**config.mk**
```make
export PLATFORM = sky130hd
export DESIGN_NAME = table_bit_group_encoder
export DESIGN_NICKNAME = d
export VERILOG_FILES = /design/src/tbge_pkg.sv /design/src/tbge_front.sv /design/src/tbge_back.sv /design/src/tbge_outq.sv /design/src/table_bit_group_encoder.sv
export SDC_FILE = /design/constraint.sdc
export NUM_CORES = 1
export LEC_CHECK = 0
export BUFFER_PORTS_ARGS = -buffer_cell sky130_fd_sc_hd__buf_4
export CORE_MARGIN = 4
export CORE_UTILIZATION = 35
export CTS_CLUSTER_SIZE = 10
export DETAILED_ROUTE_END_ITERATION = 7
export HOLD_SLACK_MARGIN = 0.08
export PLACE_DENSITY = 0.49
export SYNTH_ARGS = -nofsm -noshare
export SYNTH_HDL_FRONTEND = slang
export SYNTH_SLANG_ARGS = --single-unit
```
**constraint.sdc**
```tcl
create_clock -name i_clk -period 8.7 [get_ports i_clk]
set_input_delay 1.74 -clock i_clk [delete_from_list [all_inputs] [get_ports i_clk]]
set_output_delay 1.74 -clock i_clk [all_outputs]
set_load 0.1 [all_outputs]
```
**src/tbge_pkg.sv**
```systemverilog
// Shared constants and types for the table bit group encoder.
`default_nettype none

package tbge_pkg;

    // Field widths fixed by the interface
    localparam int BYTE_BITS = 8;
    localparam int CNT_W     = 4;   // holds 0..BYTE_BITS
    localparam int ACC_W     = 6;   // group accumulator width
    localparam int IDX_W     = 6;   // symbol table index width
    localparam int SYM_W     = 8;   // table character width
    localparam int LEAD_W    = 3;
    localparam int SB_W      = 3;   // symbol_bits register width
    localparam int TBL_DEPTH = 64;

    // Default sizing
    localparam int DEF_MAX_SYMBOL_BITS = 6;
    localparam int DEF_IN_DEPTH        = 2;
    localparam int DEF_OUT_DEPTH       = 4;

    // Reset value of the symbol_bits register
    localparam logic [SB_W-1:0] SB_RESET = SB_W'(5);

    // Input action codes
    typedef enum logic {
        ACT_TABLE_WRITE = 1'b0,
        ACT_DATA_BYTE   = 1'b1
    } t_action;

    // Classified request from the front queue to the group engine
    typedef struct packed {
        t_action           action;
        logic [IDX_W-1:0]  index;
        logic [SYM_W-1:0]  tsym;
        logic [BYTE_BITS-1:0] data;
        logic              first;
        logic [LEAD_W-1:0] target;   // leading group size, 0 means full group
        logic              last;
    } t_cmd;

    // One result on its way to the output queue
    typedef struct packed {
        logic [SYM_W-1:0] symbol;
        logic             final_res;
    } t_res;

endpackage : tbge_pkg

`default_nettype wire

```
**src/tbge_front.sv**
```systemverilog
// Front end: input request queue that classifies each request on entry.
`default_nettype none

module tbge_front #(
    parameter int MAX_SYMBOL_BITS = tbge_pkg::DEF_MAX_SYMBOL_BITS,
    parameter int IN_DEPTH        = tbge_pkg::DEF_IN_DEPTH
) (
    input  wire logic                                  i_clk,
    input  wire logic                                  i_rst_n,
    input  wire logic [$clog2(MAX_SYMBOL_BITS+1)-1:0]  i_full_bits,
    input  wire logic                                  i_push,
    output logic                                       o_full,
    input  wire logic                                  i_action,
    input  wire logic [tbge_pkg::IDX_W-1:0]            i_table_index,
    input  wire logic [tbge_pkg::SYM_W-1:0]            i_table_symbol,
    input  wire logic [tbge_pkg::BYTE_BITS-1:0]        i_data_byte,
    input  wire logic                                  i_first,
    input  wire logic [tbge_pkg::LEAD_W-1:0]           i_lead_bits,
    input  wire logic                                  i_last,
    output logic                                       o_cmd_valid,
    output tbge_pkg::t_cmd                             o_cmd,
    input  wire logic                                  i_cmd_pop
);
    import tbge_pkg::*;

    localparam int PTR_W = (IN_DEPTH > 1) ? $clog2(IN_DEPTH) : 1;
    localparam int QCNT_W = $clog2(IN_DEPTH + 1);

    t_cmd              r_q [IN_DEPTH];
    logic [PTR_W-1:0]  r_wr_ptr, n_wr_ptr;
    logic [PTR_W-1:0]  r_rd_ptr, n_rd_ptr;
    logic [QCNT_W-1:0] r_count, n_count;
    logic              do_push, do_pop;
    t_cmd              cls;

    // Classify: a lead group not below the group size counts as a full group
    always_comb begin
        cls.action = t_action'(i_action);
        cls.index  = i_table_index;
        cls.tsym   = i_table_symbol;
        cls.data   = i_data_byte;
        cls.first  = i_first;
        cls.last   = i_last;
        if (i_lead_bits != '0 && CNT_W'(i_lead_bits) < CNT_W'(i_full_bits)) begin
            cls.target = i_lead_bits;
        end else begin
            cls.target = '0;
        end
    end

    assign o_full      = (r_count == QCNT_W'(IN_DEPTH));
    assign o_cmd_valid = (r_count != '0);
    assign o_cmd       = r_q[r_rd_ptr];
    assign do_push     = i_push && !o_full;
    assign do_pop      = i_cmd_pop && o_cmd_valid;

    // Pointer and count update
    always_comb begin
        n_wr_ptr = r_wr_ptr;
        n_rd_ptr = r_rd_ptr;
        n_count  = r_count;
        if (do_push) begin
            n_wr_ptr = (r_wr_ptr == PTR_W'(IN_DEPTH - 1)) ? '0 : r_wr_ptr + 1'b1;
        end
        if (do_pop) begin
            n_rd_ptr = (r_rd_ptr == PTR_W'(IN_DEPTH - 1)) ? '0 : r_rd_ptr + 1'b1;
        end
        if (do_push && !do_pop) begin
            n_count = r_count + 1'b1;
        end else if (do_pop && !do_push) begin
            n_count = r_count - 1'b1;
        end
    end

    always_ff @(posedge i_clk) begin
        if (!i_rst_n) begin
            r_wr_ptr <= '0;
            r_rd_ptr <= '0;
            r_count  <= '0;
        end else begin
            r_wr_ptr <= n_wr_ptr;
            r_rd_ptr <= n_rd_ptr;
            r_count  <= n_count;
        end
    end

    // Queue storage
    always_ff @(posedge i_clk) begin
        if (do_push) begin
            r_q[r_wr_ptr] <= cls;
        end
    end

endmodule : tbge_front

`default_nettype wire

```
**src/tbge_back.sv**
```systemverilog
// Group engine: cuts message bytes into bit groups and looks them up in the symbol table.
`default_nettype none

module tbge_back #(
    parameter int MAX_SYMBOL_BITS = tbge_pkg::DEF_MAX_SYMBOL_BITS,
    parameter int OUT_DEPTH       = tbge_pkg::DEF_OUT_DEPTH
) (
    input  wire logic                                  i_clk,
    input  wire logic                                  i_rst_n,
    input  wire logic [$clog2(MAX_SYMBOL_BITS+1)-1:0]  i_full_bits,
    input  wire logic                                  i_cmd_valid,
    input  wire tbge_pkg::t_cmd                        i_cmd,
    output logic                                       o_cmd_pop,
    input  wire logic [$clog2(OUT_DEPTH+1)-1:0]        i_out_count,
    output logic                                       o_res_valid,
    output tbge_pkg::t_res                             o_res
);
    import tbge_pkg::*;

    localparam int FILL_W = $clog2(MAX_SYMBOL_BITS + 1);
    localparam int OCNT_W = $clog2(OUT_DEPTH + 1);

    // Symbol table
    logic [SYM_W-1:0] r_table [TBL_DEPTH];
    logic [SYM_W-1:0] r_rd_data;

    // Engine state
    logic                 r_busy, n_busy;
    logic [BYTE_BITS-1:0] r_byte, n_byte;     // remaining bits, left aligned
    logic [CNT_W-1:0]     r_left, n_left;
    logic                 r_last, n_last;
    logic [ACC_W-1:0]     r_accum, n_accum;
    logic [FILL_W-1:0]    r_filled, n_filled;
    logic [LEAD_W-1:0]    r_target, n_target;
    logic                 r_b_valid;
    logic                 r_b_final;

    // Step datapath
    logic                 can_issue;
    logic                 take_new;
    logic                 is_write;
    logic                 step_en;
    logic [BYTE_BITS-1:0] src_byte;
    logic [CNT_W-1:0]     src_left;
    logic                 src_last;
    logic [ACC_W-1:0]     src_accum;
    logic [FILL_W-1:0]    src_filled;
    logic [LEAD_W-1:0]    src_target;
    logic [CNT_W-1:0]     tgt_eff;
    logic [CNT_W-1:0]     need;
    logic [CNT_W-1:0]     take;
    logic [BYTE_BITS-1:0] top_bits;
    logic [ACC_W+BYTE_BITS-1:0] acc_wide;
    logic [ACC_W-1:0]     grp;
    logic                 complete;
    logic                 exhausted;
    logic                 emit;
    logic                 emit_final;

    // Room downstream: queued results plus the one in the read stage
    assign can_issue = ({1'b0, i_out_count} + (OCNT_W+1)'(r_b_valid))
                       < (OCNT_W+1)'(OUT_DEPTH);

    assign is_write  = (i_cmd.action == ACT_TABLE_WRITE);
    assign take_new  = !r_busy && i_cmd_valid && (is_write || can_issue);
    assign o_cmd_pop = take_new;
    assign step_en   = (r_busy && can_issue) || (take_new && !is_write);

    // Source of this step: the byte in progress or a freshly taken one
    always_comb begin
        if (r_busy) begin
            src_byte   = r_byte;
            src_left   = r_left;
            src_last   = r_last;
            src_accum  = r_accum;
            src_filled = r_filled;
            src_target = r_target;
        end else begin
            src_byte   = i_cmd.data;
            src_left   = CNT_W'(BYTE_BITS);
            src_last   = i_cmd.last;
            if (i_cmd.first) begin
                src_accum  = '0;
                src_filled = '0;
                src_target = i_cmd.target;
            end else begin
                src_accum  = r_accum;
                src_filled = r_filled;
                src_target = r_target;
            end
        end
    end

    // One step fills the open group as far as the byte allows
    // (a group already at or past a narrowed width closes on the next bit)
    always_comb begin
        tgt_eff    = (src_target != '0) ? CNT_W'(src_target) : CNT_W'(i_full_bits);
        need       = (CNT_W'(src_filled) < tgt_eff) ? tgt_eff - CNT_W'(src_filled)
                                                    : CNT_W'(1);
        take       = (need < src_left) ? need : src_left;
        top_bits   = src_byte >> (CNT_W'(BYTE_BITS) - take);
        acc_wide   = ({{BYTE_BITS{1'b0}}, src_accum} << take)
                     | {{ACC_W{1'b0}}, top_bits};
        grp        = acc_wide[ACC_W-1:0];
        complete   = (take == need);
        exhausted  = (take == src_left);
        emit       = complete || (exhausted && src_last);
        emit_final = exhausted && src_last;
    end

    // Next engine state
    always_comb begin
        n_busy   = r_busy;
        n_byte   = r_byte;
        n_left   = r_left;
        n_last   = r_last;
        n_accum  = r_accum;
        n_filled = r_filled;
        n_target = r_target;
        if (step_en) begin
            n_byte = src_byte << take;
            n_left = src_left - take;
            n_last = src_last;
            n_busy = !exhausted;
            if (complete || emit_final) begin
                n_accum  = '0;
                n_filled = '0;
                n_target = '0;
            end else begin
                n_accum  = grp;
                n_filled = FILL_W'(CNT_W'(src_filled) + take);
                n_target = src_target;
            end
        end
    end

    always_ff @(posedge i_clk) begin
        if (!i_rst_n) begin
            r_busy   <= 1'b0;
            r_accum  <= '0;
            r_filled <= '0;
            r_target <= '0;
            r_b_valid <= 1'b0;
        end else begin
            r_busy   <= n_busy;
            r_accum  <= n_accum;
            r_filled <= n_filled;
            r_target <= n_target;
            r_b_valid <= step_en && emit;
        end
    end

    always_ff @(posedge i_clk) begin
        r_byte    <= n_byte;
        r_left    <= n_left;
        r_last    <= n_last;
        r_b_final <= emit_final;
    end

    // Table write port and registered lookup
    always_ff @(posedge i_clk) begin
        if (take_new && is_write) begin
            r_table[i_cmd.index] <= i_cmd.tsym;
        end
        r_rd_data <= r_table[grp[IDX_W-1:0]];
    end

    assign o_res_valid      = r_b_valid;
    assign o_res.symbol     = r_rd_data;
    assign o_res.final_res  = r_b_final;

endmodule : tbge_back

`default_nettype wire

```
**src/tbge_outq.sv**
```systemverilog
// Output queue holding finished symbols until they are taken.
`default_nettype none

module tbge_outq #(
    parameter int OUT_DEPTH = tbge_pkg::DEF_OUT_DEPTH
) (
    input  wire logic                             i_clk,
    input  wire logic                             i_rst_n,
    input  wire logic                             i_res_valid,
    input  wire tbge_pkg::t_res                   i_res,
    output logic [$clog2(OUT_DEPTH+1)-1:0]        o_count,
    output logic                                  o_empty,
    input  wire logic                             i_pop,
    output tbge_pkg::t_res                        o_head
);
    import tbge_pkg::*;

    localparam int PTR_W  = (OUT_DEPTH > 1) ? $clog2(OUT_DEPTH) : 1;
    localparam int QCNT_W = $clog2(OUT_DEPTH + 1);

    t_res              r_q [OUT_DEPTH];
    logic [PTR_W-1:0]  r_wr_ptr, n_wr_ptr;
    logic [PTR_W-1:0]  r_rd_ptr, n_rd_ptr;
    logic [QCNT_W-1:0] r_count, n_count;
    logic              do_pop;

    assign o_empty = (r_count == '0);
    assign o_count = r_count;
    assign o_head  = r_q[r_rd_ptr];
    assign do_pop  = i_pop && !o_empty;

    // Pointer and count update; the engine only pushes when there is room
    always_comb begin
        n_wr_ptr = r_wr_ptr;
        n_rd_ptr = r_rd_ptr;
        n_count  = r_count;
        if (i_res_valid) begin
            n_wr_ptr = (r_wr_ptr == PTR_W'(OUT_DEPTH - 1)) ? '0 : r_wr_ptr + 1'b1;
        end
        if (do_pop) begin
            n_rd_ptr = (r_rd_ptr == PTR_W'(OUT_DEPTH - 1)) ? '0 : r_rd_ptr + 1'b1;
        end
        if (i_res_valid && !do_pop) begin
            n_count = r_count + 1'b1;
        end else if (do_pop && !i_res_valid) begin
            n_count = r_count - 1'b1;
        end
    end

    always_ff @(posedge i_clk) begin
        if (!i_rst_n) begin
            r_wr_ptr <= '0;
            r_rd_ptr <= '0;
            r_count  <= '0;
        end else begin
            r_wr_ptr <= n_wr_ptr;
            r_rd_ptr <= n_rd_ptr;
            r_count  <= n_count;
        end
    end

    always_ff @(posedge i_clk) begin
        if (i_res_valid) begin
            r_q[r_wr_ptr] <= i_res;
        end
    end

endmodule : tbge_outq

`default_nettype wire

```
**src/table_bit_group_encoder.sv**
```systemverilog
// Top level of the table bit group encoder.
`default_nettype none

// Turns a message, delivered one byte per request from the highest address down,
// into text symbols of symbol_bits bits each (clamped to 1..MAX_SYMBOL_BITS),
// looked up in a 64-entry table that action-0 requests load. A table write is
// taken by an idle group engine and yields no result. A message byte is handled
// one bit group at a time: it touches two or three groups for 5 or 6 bit symbols,
// eight for 1 bit symbols; the engine finishes at most one group per cycle and
// holds while the output queue lacks room. The input and output queues let the
// source and the sink stall on their own. The table has no reset; the
// configuration channel is always ready. The user must write it only while the
// block is idle; the block itself does not enforce this.
module table_bit_group_encoder #(
    parameter int MAX_SYMBOL_BITS = tbge_pkg::DEF_MAX_SYMBOL_BITS,
    parameter int IN_DEPTH        = tbge_pkg::DEF_IN_DEPTH,
    parameter int OUT_DEPTH       = tbge_pkg::DEF_OUT_DEPTH
) (
    input  wire logic                              i_clk,
    input  wire logic                              i_rst_n,
    // configuration channel
    input  wire logic                              i_cfg_valid,
    output logic                                   o_cfg_ready,
    input  wire logic [tbge_pkg::SB_W-1:0]         i_cfg_data,
    // input queue side
    input  wire logic                              push,
    output logic                                   full,
    input  wire logic                              i_action,
    input  wire logic [tbge_pkg::IDX_W-1:0]        i_table_index,
    input  wire logic [tbge_pkg::SYM_W-1:0]        i_table_symbol,
    input  wire logic [tbge_pkg::BYTE_BITS-1:0]    i_data_byte,
    input  wire logic                              i_first,
    input  wire logic [tbge_pkg::LEAD_W-1:0]       i_lead_bits,
    input  wire logic                              i_last,
    // result queue side
    output logic                                   empty,
    input  wire logic                              pop,
    output logic [tbge_pkg::SYM_W-1:0]             o_symbol,
    output logic                                   o_final_res
);
    import tbge_pkg::*;

    localparam int FILL_W = $clog2(MAX_SYMBOL_BITS + 1);
    localparam int OCNT_W = $clog2(OUT_DEPTH + 1);

    logic [SB_W-1:0]   r_symbol_bits;
    logic [FILL_W-1:0] full_bits;
    logic              cmd_valid;
    t_cmd              cmd;
    logic              cmd_pop;
    logic [OCNT_W-1:0] out_count;
    logic              res_valid;
    t_res              res;
    t_res              head;

    // Configuration register
    assign o_cfg_ready = 1'b1;

    always_ff @(posedge i_clk) begin
        if (!i_rst_n) begin
            r_symbol_bits <= SB_RESET;
        end else if (i_cfg_valid && o_cfg_ready) begin
            r_symbol_bits <= i_cfg_data;
        end
    end

    // Effective group size, clamped to the supported range
    always_comb begin
        if (r_symbol_bits == '0) begin
            full_bits = FILL_W'(1);
        end else if (int'(r_symbol_bits) > MAX_SYMBOL_BITS) begin
            full_bits = FILL_W'(MAX_SYMBOL_BITS);
        end else begin
            full_bits = FILL_W'(r_symbol_bits);
        end
    end

    tbge_front #(
        .MAX_SYMBOL_BITS (MAX_SYMBOL_BITS),
        .IN_DEPTH        (IN_DEPTH)
    ) u_front (
        .i_clk          (i_clk),
        .i_rst_n        (i_rst_n),
        .i_full_bits    (full_bits),
        .i_push         (push),
        .o_full         (full),
        .i_action       (i_action),
        .i_table_index  (i_table_index),
        .i_table_symbol (i_table_symbol),
        .i_data_byte    (i_data_byte),
        .i_first        (i_first),
        .i_lead_bits    (i_lead_bits),
        .i_last         (i_last),
        .o_cmd_valid    (cmd_valid),
        .o_cmd          (cmd),
        .i_cmd_pop      (cmd_pop)
    );

    tbge_back #(
        .MAX_SYMBOL_BITS (MAX_SYMBOL_BITS),
        .OUT_DEPTH       (OUT_DEPTH)
    ) u_back (
        .i_clk       (i_clk),
        .i_rst_n     (i_rst_n),
        .i_full_bits (full_bits),
        .i_cmd_valid (cmd_valid),
        .i_cmd       (cmd),
        .o_cmd_pop   (cmd_pop),
        .i_out_count (out_count),
        .o_res_valid (res_valid),
        .o_res       (res)
    );

    tbge_outq #(
        .OUT_DEPTH (OUT_DEPTH)
    ) u_outq (
        .i_clk       (i_clk),
        .i_rst_n     (i_rst_n),
        .i_res_valid (res_valid),
        .i_res       (res),
        .o_count     (out_count),
        .o_empty     (empty),
        .i_pop       (pop),
        .o_head      (head)
    );

    assign o_symbol    = head.symbol;
    assign o_final_res = head.final_res;

endmodule : table_bit_group_encoder

`default_nettype wire

```
# --- Word-level counts from Yosys, hierarchy flattened ---
# Memory sizes are Yosys's and may differ from the RTL's. A register that Yosys moved wholly into a read port is not among the register bits.
# Cells that the tools add are included.
classes:
  add_sub_neg: 13
  multipliers: 0
  div: 0
  magnitude_cmp: 5
  eq_ne: 5
  shifts: 3
  mux: 36
  bitwise: 2
  n_reduce_logical: 33
op_table:
  columns: ["cell", "n"]
  rows:
  - ["$mux W3", 12]
  - ["$mux W6", 3]
  - ["$logic_and A1 B1 Y1", 15]
  - ["$mux W2", 6]
  - ["$mux W4", 3]
  - ["$mux W1", 11]
  - ["$eq A4 B4 Y1", 2]
  - ["$logic_not A1 Y1", 8]
  - ["$mux W8", 1]
  - ["$shl A8 B4 Y8", 1]
  - ["$shr A8 B4 Y6", 1]
  - ["$add A2 B1 Y2 const B", 3]
  - ["$eq A2 B2 Y1 const B", 3]
  - ["$logic_not A3 Y1", 2]
  - ["$or A6 B6 Y6", 1]
  - ["$reduce_bool A2 Y1", 3]
  - ["$reduce_bool A3 Y1", 2]
  - ["$shl A6 B4 Y6", 1]
  - ["$add A3 B1 Y4", 1]
  - ["$lt A3 B4 Y1", 1]
  - ["$lt A4 B3 Y1 const B", 1]
  - ["$lt A4 B4 Y1", 1]
  - ["$sub A4 B3 Y4", 1]
  - ["$sub A4 B4 Y4", 1]
  - ["10 further kinds", 13]
totals:
  ff_bits: 42
  latch_bits: 0
  ramBits: 604
  rom_bits: 0
  in_bits: 36
  output_inout_bits: 12
  elab_cells: 116
  n_memories: 3
mem_list:
  columns: ["name", "depth", "width", "read_ports", "rd_clocked_by_memory_dff", "wr", "line", "rtl"]
  rows:
  - ["u_back.r_table", 64, 8, 1, 1, 1, "tbge_back.sv:24", "logic [SYM_W-1:0] r_table [TBL_DEPTH];"]
  - ["u_front.r_q", 2, 28, 1, 1, 1, "tbge_front.sv:29", "t_cmd r_q [IN_DEPTH];"]
  - ["u_outq.r_q", 4, 9, 1, 1, 1, "tbge_outq.sv:21", "t_res r_q [OUT_DEPTH];"]

# --- Depth between registers and ports, before layout ---
# Gate-level depths: netlist (run 1).
depth:
  depth_word: 12
  mapped_depth: 33
  depth_no_buf: 26

# --- Cells and area by module ---
# Synthesis (run 1) repeated with hierarchy kept, for this count alone.
hier_totals:
  cells_unflattened: 1965
  area_unflattened_um2: 27627.7
modules_own_cells:
  columns: ["module", "n_inst", "cells_per_inst", "area_per_inst_um2", "seq_area_each_um2"]
  rows:
  - ["tbge_back", 1, 1733, 23391.2, 16225.6]
  - ["tbge_front", 1, 124, 2333.5, 1781.7]
  - ["tbge_outq", 1, 92, 1764.2, 1261.2]
  - ["table_bit_group_encoder", 1, 16, 138.9, 60.1]

# --- Worst setup path after synthesis (run 1) ---
# No wires, ideal clock.
synth_timing:
  kind: "register to register"
  startpoint: "register u_back.r_busy"
  endpoint: "register u_back.r_rd_data[5], read port of u_back.r_table"
  setup_ns: 0.117
  t_arrival_ns: 6.468
  required_time_ns: 8.583
  slack_ns: 2.115
  path_stages_with_launch: 30
  path_buffers: 7
  synth_period_minus_slack_ns: 6.585
  cell_sequence: "dfxtp_1 -> buf_2 -> buf_1 -> clkbuf_1 -> or2_2 -> clkbuf_1 -> nor2_1 -> a21oi_1 -> o21a_1 -> ha_1 -> inv_1 -> fa_1 -> fa_1 -> nand2_1 -> nor2_1 -> ha_1 -> a21o_1 -> a2111o_1 -> nand3_2 -> buf_2 -> mux2i_1 -> o22ai_1 -> a211o_1 -> buf_2 -> nor2_1 -> clkbuf_1 -> nand3_1 -> nand4_1 -> nand4_1 -> o22a_1"
synth_between:
  elab_chain_cells: 10
  elab_cells_between_ends: 16
  classes_between: "add/sub: 2; order compare: 2; shift: 2; mux: 8; bitwise: 1; reduce/logical: 1"
synth_rtl:
  columns: ["item", "line", "rtl"]
  rows:
  - ["start, declared", "tbge_back.sv:28", "logic r_busy, n_busy;"]
  - ["start signal, assigned", "tbge_back.sv:145", "r_busy <= n_busy;"]
  - ["$mux W3", "tbge_back.sv:71", "if (r_busy) begin"]
  - ["$reduce_bool A3 Y1", "tbge_back.sv:97", "tgt_eff = (src_target != '0) ? CNT_W'(src_target) : CNT_W'(i_full_bits);"]
  - ["$mux W3", "tbge_back.sv:97", null]
  - ["$sub A4 B3 Y4 / $lt A3 B4 Y1 (equally long branches)", "tbge_back.sv:98", "need = (CNT_W'(src_filled) < tgt_eff) ? tgt_eff - CNT_W'(src_filled)"]
  - ["$mux W4", "tbge_back.sv:98", null]
  - ["$lt A4 B4 Y1", "tbge_back.sv:100", "take = (need < src_left) ? need : src_left;"]
  - ["$mux W4", "tbge_back.sv:100", null]
  - ["$sub A4 B4 Y4", "tbge_back.sv:101", "top_bits = src_byte >> (CNT_W'(BYTE_BITS) - take);"]
  - ["$shr A8 B4 Y6", "tbge_back.sv:101", null]
  - ["$or A6 B6 Y6 (*)", "tbge_back.sv:103", "| {{ACC_W{1'b0}}, top_bits};"]
  - ["end, declared", "tbge_back.sv:25", "logic [SYM_W-1:0] r_rd_data;"]
# Mark *: on every way between the ends. The rest lies on a longest branch, timed or not.
# A chain may end at the register's enable or synchronous reset.

==> results list, run 1 <==
* Status: finished, final reports clean
- The slowest stage of the critical path is the sky130_fd_sc_hd__nor3b_1 cell.
- After detailed routing, the wire length on met1 is between 30000 and 40000 um.
* RSZ-0062 raised after global routing: false
* DR vias/cell: about 5.3
- Register bit count reported by yosys: between 600 and 700
- Floorplan row count: 102
- Input/output buffers: 46
* Grt total ovfl: 0
* CTS buffer count: 77
* Ys flop type: sky130_fd_sc_hd__edfxtp_1
- Highest fanout seen on the critical path: 28
* Category of the critical setup timing path: register to register
- The HPWL after detailed placement is between 40000 and 50000 um.
- Final standard cell area without fillers: between 30000 and 40000 um2
- Vertical extent of the die: approximately 290 um
- After clock tree synthesis, the clock-pin slew on the worst setup and hold paths is around 0.06 ns.
- After clock tree synthesis, the flow added hold-fix buffers numbering 0.
- F_max: between 0.1 and 0.15 GHz
* Top routing layer in use: met4
* Met3 wire len: approximately 4900 um
- Non-filler instance count after layout: ~3300
* Post-synthesis instance area: approximately 27000 um2
* Number of global-route vias before repair: around 17000
* Number of maximum-capacitance violations: 0
* Final weighted congestion in routability-driven placement: around 0.85
* Sequential cell area fraction in the yosys report: slightly above 70%
- Buffers plus inverters on the worst setup path: 3
- Synthesis produced 2181 cells.
- In this run the remaining antenna-violating nets after routing total 0.
* Final clock skew: 0.0260 ns
- After detailed routing, the met2 layer carries 35600 um of wire.
* DP Cell Count: 3198
- Critical path data required time: 9.24 ns
- In this run, distinct cell masters in the synthesized netlist total between 70 and 80.
- The detailed router placed around 18000 vias in this run.
- TritonCTS Sinks: approximately 660
* Insertion delay to the later sink of the worst-skew pair: around 0.62 ns
* Floorplan Core Area: roughly 77000 um2
* Overall routing resource usage: a little under a fifth
- Number of cells on the worst hold path: 0
* Number of antenna violations at the first check in global routing: 1
- Clock tree from TritonCTS: done
* Cell depth of the worst setup path: 25
* Crit end category: register
- By area the synthesized netlist is led by sky130_fd_sc_hd__edfxtp_1 (68%), sky130_fd_sc_hd__nand2_1 (7.6%), sky130_fd_sc_hd__nand3_1 (3.9%), sky130_fd_sc_hd__dfxtp_1 (2.9%), sky130_fd_sc_hd__nor2_1 (1.6%).
- In this run, synthesis inferred roughly 620 flip-flops with an integrated enable.
- Yosys printed 0 warnings.
- H-tree level count: 3
- Averaged over all synthesized cells, the footprint is between 10 and 15 um2.
* Cell at the root of the clock tree: sky130_fd_sc_hd__clkbuf_16
- The net count of the finished layout is roughly 2300.
* Tightest slew margin relative to the limit: roughly 15%
- Measured on the finished design, the core utilization comes to 40.3%.
- Measured in cells, the most critical reg-to-reg path has a length of 25.
- Area after DPL: just under 30000 um2
- Least-Margin Pin Slew: approximately 1.3 ns
- Final-layout fill cell count: 7215
- Worst path arrival time: between 8 and 9 ns
- Fraction of final layout cells sized beyond drive strength 1: 10.0%
- The first global-routing pass estimated roughly 110000 um of wire.
- Layout Area Growth over Synthesis: 13.9%
* Total Negative Setup Slacks: 0 ns
- Measured along the x axis, the die boundary spans roughly 290 um.
* Final hold violation count: 0
- Fraction of registers with async set/reset: 0%
- For this configuration, the core starts out at a cell density of between 30 and 40%.
* Dominant cell type by area after synthesis: sky130_fd_sc_hd__edfxtp_1
- Counting every net in the synthesized netlist gives between 2000 and 2500.
* Share of the clock period used by the worst path: approximately 94%
- Before antenna repair, the detailed router went through 5 iterations.
- Clock period minus worst slack: around 8.2 ns
- Kind of start point of the critical path: register
* Stage delay of the slowest cell on the critical path: approximately 0.92 ns
- Maximum number of pins on one net before global-route repair: 103
* Clock Tree Buf Depth: 3
* Area of the die: between 80000 and 90000 um2
* Final Max Slew Viols: 0
- Fraction of post-synthesis cell area in the top cell type by area: between 60 and 70%
- Pin placement for this block handled 48 I/O pins.
- DRC violations left: 0
* Kind of cell adding the most delay to the critical path: simple AND/OR/NAND/NOR gates
- The final layout contains routed wiring with a total length of about 77000 um.
* Number of DRC markers after the initial detailed-route iteration: 1625
* Classification of the worst-slack hold path: register to register
- Setup violations remaining at the end of the flow were counted as 0.
- Wire length per cell after detailed routing: approximately 23 um
registers in the layout, summed over array words and instances, names as in the netlist, 2 cells and up, named ones only:
| register | flops |
|---|---|
| u_outq.r_q | 36 |
| u_back.r_byte | 8 |
| u_back.r_table | 512 |
| r_symbol_bits | 3 |
| u_front.r_count | 2 |
| u_back.r_accum | 6 |
| u_back.r_rd_data | 8 |
| u_back.r_target | 3 |
| u_front.r_q | 56 |
| u_back.r_left | 4 |
| u_outq.r_rd_ptr | 2 |
| u_outq.o_count | 3 |
| u_outq.r_wr_ptr | 2 |
| u_back.r_filled | 3 |
what timing repair did:
action | in CTS | in global routing
gates resized for setup | 0 | 1
setup endpoints to repair | 0 | 1
setup buffers | 0 | 0
cells in the mapped netlist, drive strengths merged (21+ instances only):
library cell,instances
a21oi,50
a31oi,53
and3,32
buf,72
clkbuf,42
dfxtp,40
edfxtp,617
ha,21
inv,28
mux2i,36
nand2,556
nand3,216
nand4,41
nor2,118
o21ai,42
kinds of logic after synthesis:
group                      share of synthesized area (%)
AOI/OAI and AO/OA                                   6.09
xor gates and xnor gates                           0.384
adders and majority gates                           1.25
buffers and inverters                               2.30
DFF                                                 70.6
muxes                                               2.71
other                                             0.0137
and+or+nand+nor                                     16.7
final cells by class:
class	count	area, um2	share of cell area (%)
flip-flops and latches	657	19300	62.0
multi-input cells	1383	7490	24.0
clock buffers	118	2150	6.90
well taps	1040	1300	4.17
repair buffers	91	746	2.39
inverters	28	105	0.337
clock inverters	7	63.8	0.205
diodes	1	2.50	0.00802
worst paths after layout:
check                                 startpoint                  end  slack [ns]
worst max-delay path                    register  u_back.r_rd_data[6]        0.50
worst min register to register  u_back.r_b_final     u_outq.r_q[1][0]        0.49
worst min-delay path            u_back.r_b_final     u_outq.r_q[1][0]        0.49
worst max register to register          register  u_back.r_rd_data[6]        0.50
cell usage in the layout (no fill, tap or decap), types with 8 or more instances in the layout:
cell,n
sky130_fd_sc_hd__and2_1,15
sky130_fd_sc_hd__nand4_1,41
sky130_fd_sc_hd__mux2i_1,36
sky130_fd_sc_hd__nor3_1,19
sky130_fd_sc_hd__ha_1,21
sky130_fd_sc_hd__buf_4,86
sky130_fd_sc_hd__inv_1,27
sky130_fd_sc_hd__dfxtp_1,39
sky130_fd_sc_hd__a21oi_1,47
sky130_fd_sc_hd__nor2_1,117
sky130_fd_sc_hd__clkbuf_1,36
sky130_fd_sc_hd__a31oi_1,53
sky130_fd_sc_hd__o32ai_1,8
sky130_fd_sc_hd__mux4_2,9
sky130_fd_sc_hd__and3_1,32
sky130_fd_sc_hd__nand3_1,215
sky130_fd_sc_hd__o21ai_0,39
sky130_fd_sc_hd__a311oi_1,16
sky130_fd_sc_hd__mux2_2,16
sky130_fd_sc_hd__nand2_1,552
sky130_fd_sc_hd__clkbuf_16,79
sky130_fd_sc_hd__xnor2_1,8
sky130_fd_sc_hd__nor2b_1,18
sky130_fd_sc_hd__edfxtp_1,617
per-layer routing:
| layer | GRT usage, % | vias to the layer above |
|---|---|---|
| met5 | 0 | - |
| met4 | 6.30 | 0 |
| met3 | 3.26 | 110 |
| met2 | 29.2 | 584 |
| met1 | 25.2 | 8751 |
| li1 | - | 8125 |
per-stage QoR:
stage | hold WS [ns] | worst slack (ns)
after floorplan | 0.438 | 2.12
after global placement | 0.480 | 0.589
after detailed placement | 0.483 | 0.496
after CTS | 0.510 | 0.474
after global routing | 0.522 | 0.123
final | 0.494 | 0.499
Power of run 1 is not shown: default switching activity piles up to over one toggle a cycle in this logic, so the estimate is an artifact.
==> inputs of run 2 (changes only) <==
--- a/config.mk
+++ b/config.mk
@@ -11,7 +11,7 @@
 export CTS_CLUSTER_SIZE = 10
 export DETAILED_ROUTE_END_ITERATION = 7
 export HOLD_SLACK_MARGIN = 0.08
-export PLACE_DENSITY = 0.49
+export PLACE_DENSITY = 0.51
 export SYNTH_ARGS = -nofsm -noshare
 export SYNTH_HDL_FRONTEND = slang
 export SYNTH_SLANG_ARGS = --single-unit
==> constraint.sdc (replaced) <==
create_clock -name i_clk -period 7.51 [get_ports i_clk]
set_input_delay 1.502 -clock i_clk [delete_from_list [all_inputs] [get_ports i_clk]]
set_output_delay 1.502 -clock i_clk [all_outputs]
set_load 0.1 [all_outputs]
==> run 2 against run 1 <==
Against the previous run: setup slack worse by 0.19 ns; hold slack got worse by 0.018 ns; register-to-register slack worse by 0.19 ns; fmax grew 14%; critical endpoint is now u_back.r_rd_data[5].
==> results list, run 2 (synthesis gave the netlist of run 1 again) <==
- Depth of the worst register-to-register path: 27
- The min-delay analysis places its worst path in the category register to register.
* Clock period minus worst slack: 7.20 ns
- Status: finished, final reports clean
- Number of top-level design ports: 48
- In this run the worst setup path terminates at u_back.r_rd_data[5].
- Final weighted congestion in routability-driven placement: 0.868
* Highest fanout seen on the critical path: 54
* Final-layout fill cell count: approximately 7200
* Hold wc startpoint: u_back.r_b_final
* Worst hold margin: ~0.48 ns
- Layout Area Growth over Synthesis: 14.4%
- Summing all multi-input logic gate instances after layout gives between 7000 and 8000 um2.
- OpenSTA, run right after detailed placement, puts the worst setup slack at approximately 0.35 ns.
- Worst path arrival time: between 7 and 8 ns
- The detailed router finished its first iteration with about 1400 violations.
- Leaving out fill and tap cells, the most frequent cell in the layout is sky130_fd_sc_hd__edfxtp_1.
* Floorplan Core Area: around 77000 um2
- Critical path data required time: 8.04 ns
- The count of final max-slew check failures came to 0.
* Non-filler instance count after layout: roughly 3300
- Entering global routing, the biggest net connects between 70 and 80 pins.
- Share of the clock period used by the worst path: 95.9%
* H-tree level count: 3
* Floorplan row count: between 100 and 150
- X dimension of the die: approximately 290 um
- The setup check on the worst reg-to-reg path leaves a slack of roughly 0.31 ns.
* Number of antenna violations at the first check in global routing: 3
- The count of nets left with antenna violations once routing finished came out at 0.
- TritonCTS built the clock tree.
- Dividing the detail-routed wire length by the instance count gives roughly 22 um.
- The detailed router placed between 15000 and 20000 vias in this run.
- Worst Slack Setup Final: ~0.31 ns
* Total Negative Setup Slacks: 0 ns
* Category of the critical setup timing path: register to register
- Crit end category: register
- Final clock skew: approximately 0.030 ns
- Total setup buffers inserted after CTS: 0
- Flip-flop count of the largest register after layout: ~500
* Kind of start point of the critical path: register
- The number of global-route vias before repair came to about 18000.
* Clk slew on worst S/H paths: 0.06 ns
- Largest registers: u_back.r_table: 512 flops, u_front.r_q: 56 flops, u_outq.r_q: 36 flops
- For this block, the routed nets add up to ~74000 um of wire.
- For this run, the post-layout net count is about 2300.
* Pre-antenna DRT Iters: 6
- The HPWL after detailed placement is about 46000 um.
- Insertion delay to the later sink of the worst-skew pair: around 0.64 ns
- Tightest slew margin relative to the limit: 34.5%
* Antenna fix cells: 0
- The library cells used most frequently in the layout, excluding fill and tap cells, are sky130_fd_sc_hd__edfxtp_1 (617), sky130_fd_sc_hd__nand2_1 (551), sky130_fd_sc_hd__nand3_1 (214), sky130_fd_sc_hd__nor2_1 (116), sky130_fd_sc_hd__buf_4 (97).
* Fraction of final layout cells sized beyond drive strength 1: 11.0%
- Area of the die: 82800 um2
- Clock tree synthesis inserted a total of slightly below 80 buffers.
- In this run the tool buffered the top-level ports with 46 buffer cells.
- Overall routing resource usage: 17.8%
- Initial Util: a little over a third
* DP Cell Count: ~3200
- After detailed routing, the number of vias per cell comes to around 5.3.
- Ranked by flip-flop count, first place goes to u_back.r_table.
- Grt total ovfl: 0
* Final hold violation count: 0
- After detailed routing, the number of remaining DRC violations is 0.
- Wire length of the first global-routing pass: approximately 110000 um
- Destination of the worst register-to-register timing path: u_back.r_rd_data[5]
* F_max: 0.139 GHz
* Number of maximum-capacitance violations: 0
- Setup-violating endpoint count in the final report: 0
* Vertical extent of the die: 288 um
- Register Area: between 15000 and 20000 um2
- The tree is rooted in a sky130_fd_sc_hd__clkbuf_16.
- For this design, the sink count on the clock tree is 657.
- Setup repair after global routing could not meet its margin everywhere.
- Least-Margin Pin Slew: slightly below 1 ns
* Clock Tree Buf Depth: 3
## run 2: timing repair
item                       4_1_cts  5_1_grt
gates resized for setup          0       13
hold buffers                     0        0
setup endpoints to repair        0        8
## run 2: final cells by class
type,count,area share [%]
Sequential cell,657,61.7
Multi-Input combinational cell,1383,24.0
Inverter,28,0.335
Clock inverter,11,0.395
Clock buffer,105,6.58
Tap cell,1040,4.15
Timing Repair Buffer,106,2.87
## run 2: worst max-delay path, cell delays in order, from the launching register on
cell                       delay, ns
sky130_fd_sc_hd__dfxtp_2        0.36
sky130_fd_sc_hd__mux2i_1        0.27
sky130_fd_sc_hd__or2_2          0.28
sky130_fd_sc_hd__nor2_1         0.08
sky130_fd_sc_hd__a21oi_1        0.25
sky130_fd_sc_hd__o21a_1         0.18
sky130_fd_sc_hd__ha_1           0.14
sky130_fd_sc_hd__inv_1          0.06
sky130_fd_sc_hd__fa_1           0.45
sky130_fd_sc_hd__fa_1           0.57
sky130_fd_sc_hd__nand3_1        0.21
sky130_fd_sc_hd__inv_1          0.11
sky130_fd_sc_hd__ha_1           0.28
sky130_fd_sc_hd__a21o_1         0.23
sky130_fd_sc_hd__a2111o_1       0.51
sky130_fd_sc_hd__nand3_2        0.20
sky130_fd_sc_hd__inv_2          0.14
sky130_fd_sc_hd__mux2i_1        0.22
sky130_fd_sc_hd__mux2i_1        0.19
sky130_fd_sc_hd__a311oi_2       0.45
sky130_fd_sc_hd__buf_4          0.22
sky130_fd_sc_hd__nand2_8        0.24
sky130_fd_sc_hd__buf_6          0.32
sky130_fd_sc_hd__nand2_1        0.09
sky130_fd_sc_hd__a21oi_1        0.06
sky130_fd_sc_hd__o21ai_0        0.36
sky130_fd_sc_hd__nand4_1        0.29
sky130_fd_sc_hd__o22a_1         0.27
## run 2: how the worst min path moves through the flow
stage                       endpoint  depth (start not counted)
floorplan           u_outq.r_q[0][0]                          0
finish              u_outq.r_q[0][0]                          0
global placement    u_outq.r_q[0][0]                          0
global route        u_outq.r_q[0][0]                          0
CTS                 u_outq.r_q[0][0]                          0
detailed placement  u_outq.r_q[0][0]                          0
## run 2: layer usage
metal  GRT usage [%]  share of wire (%)  vias up
met4            5.15                2.0        2
met3            3.03                6.5      101
met2            28.8                 47      623
li1                -                  -     8147
met5               0              0.012        -
met1            24.7                 44     8798
## run 2: per-stage QoR
stage          utilization (%)  area, um2
6_report                  40.5      31400
5_1_grt                   40.5      31400
4_1_cts                   40.4      31300
3_5_place_dp              37.6      29100
3_3_place_gp              37.6      29100
2_1_floorplan                -      27400
Power of run 2 is left out for the same reason.
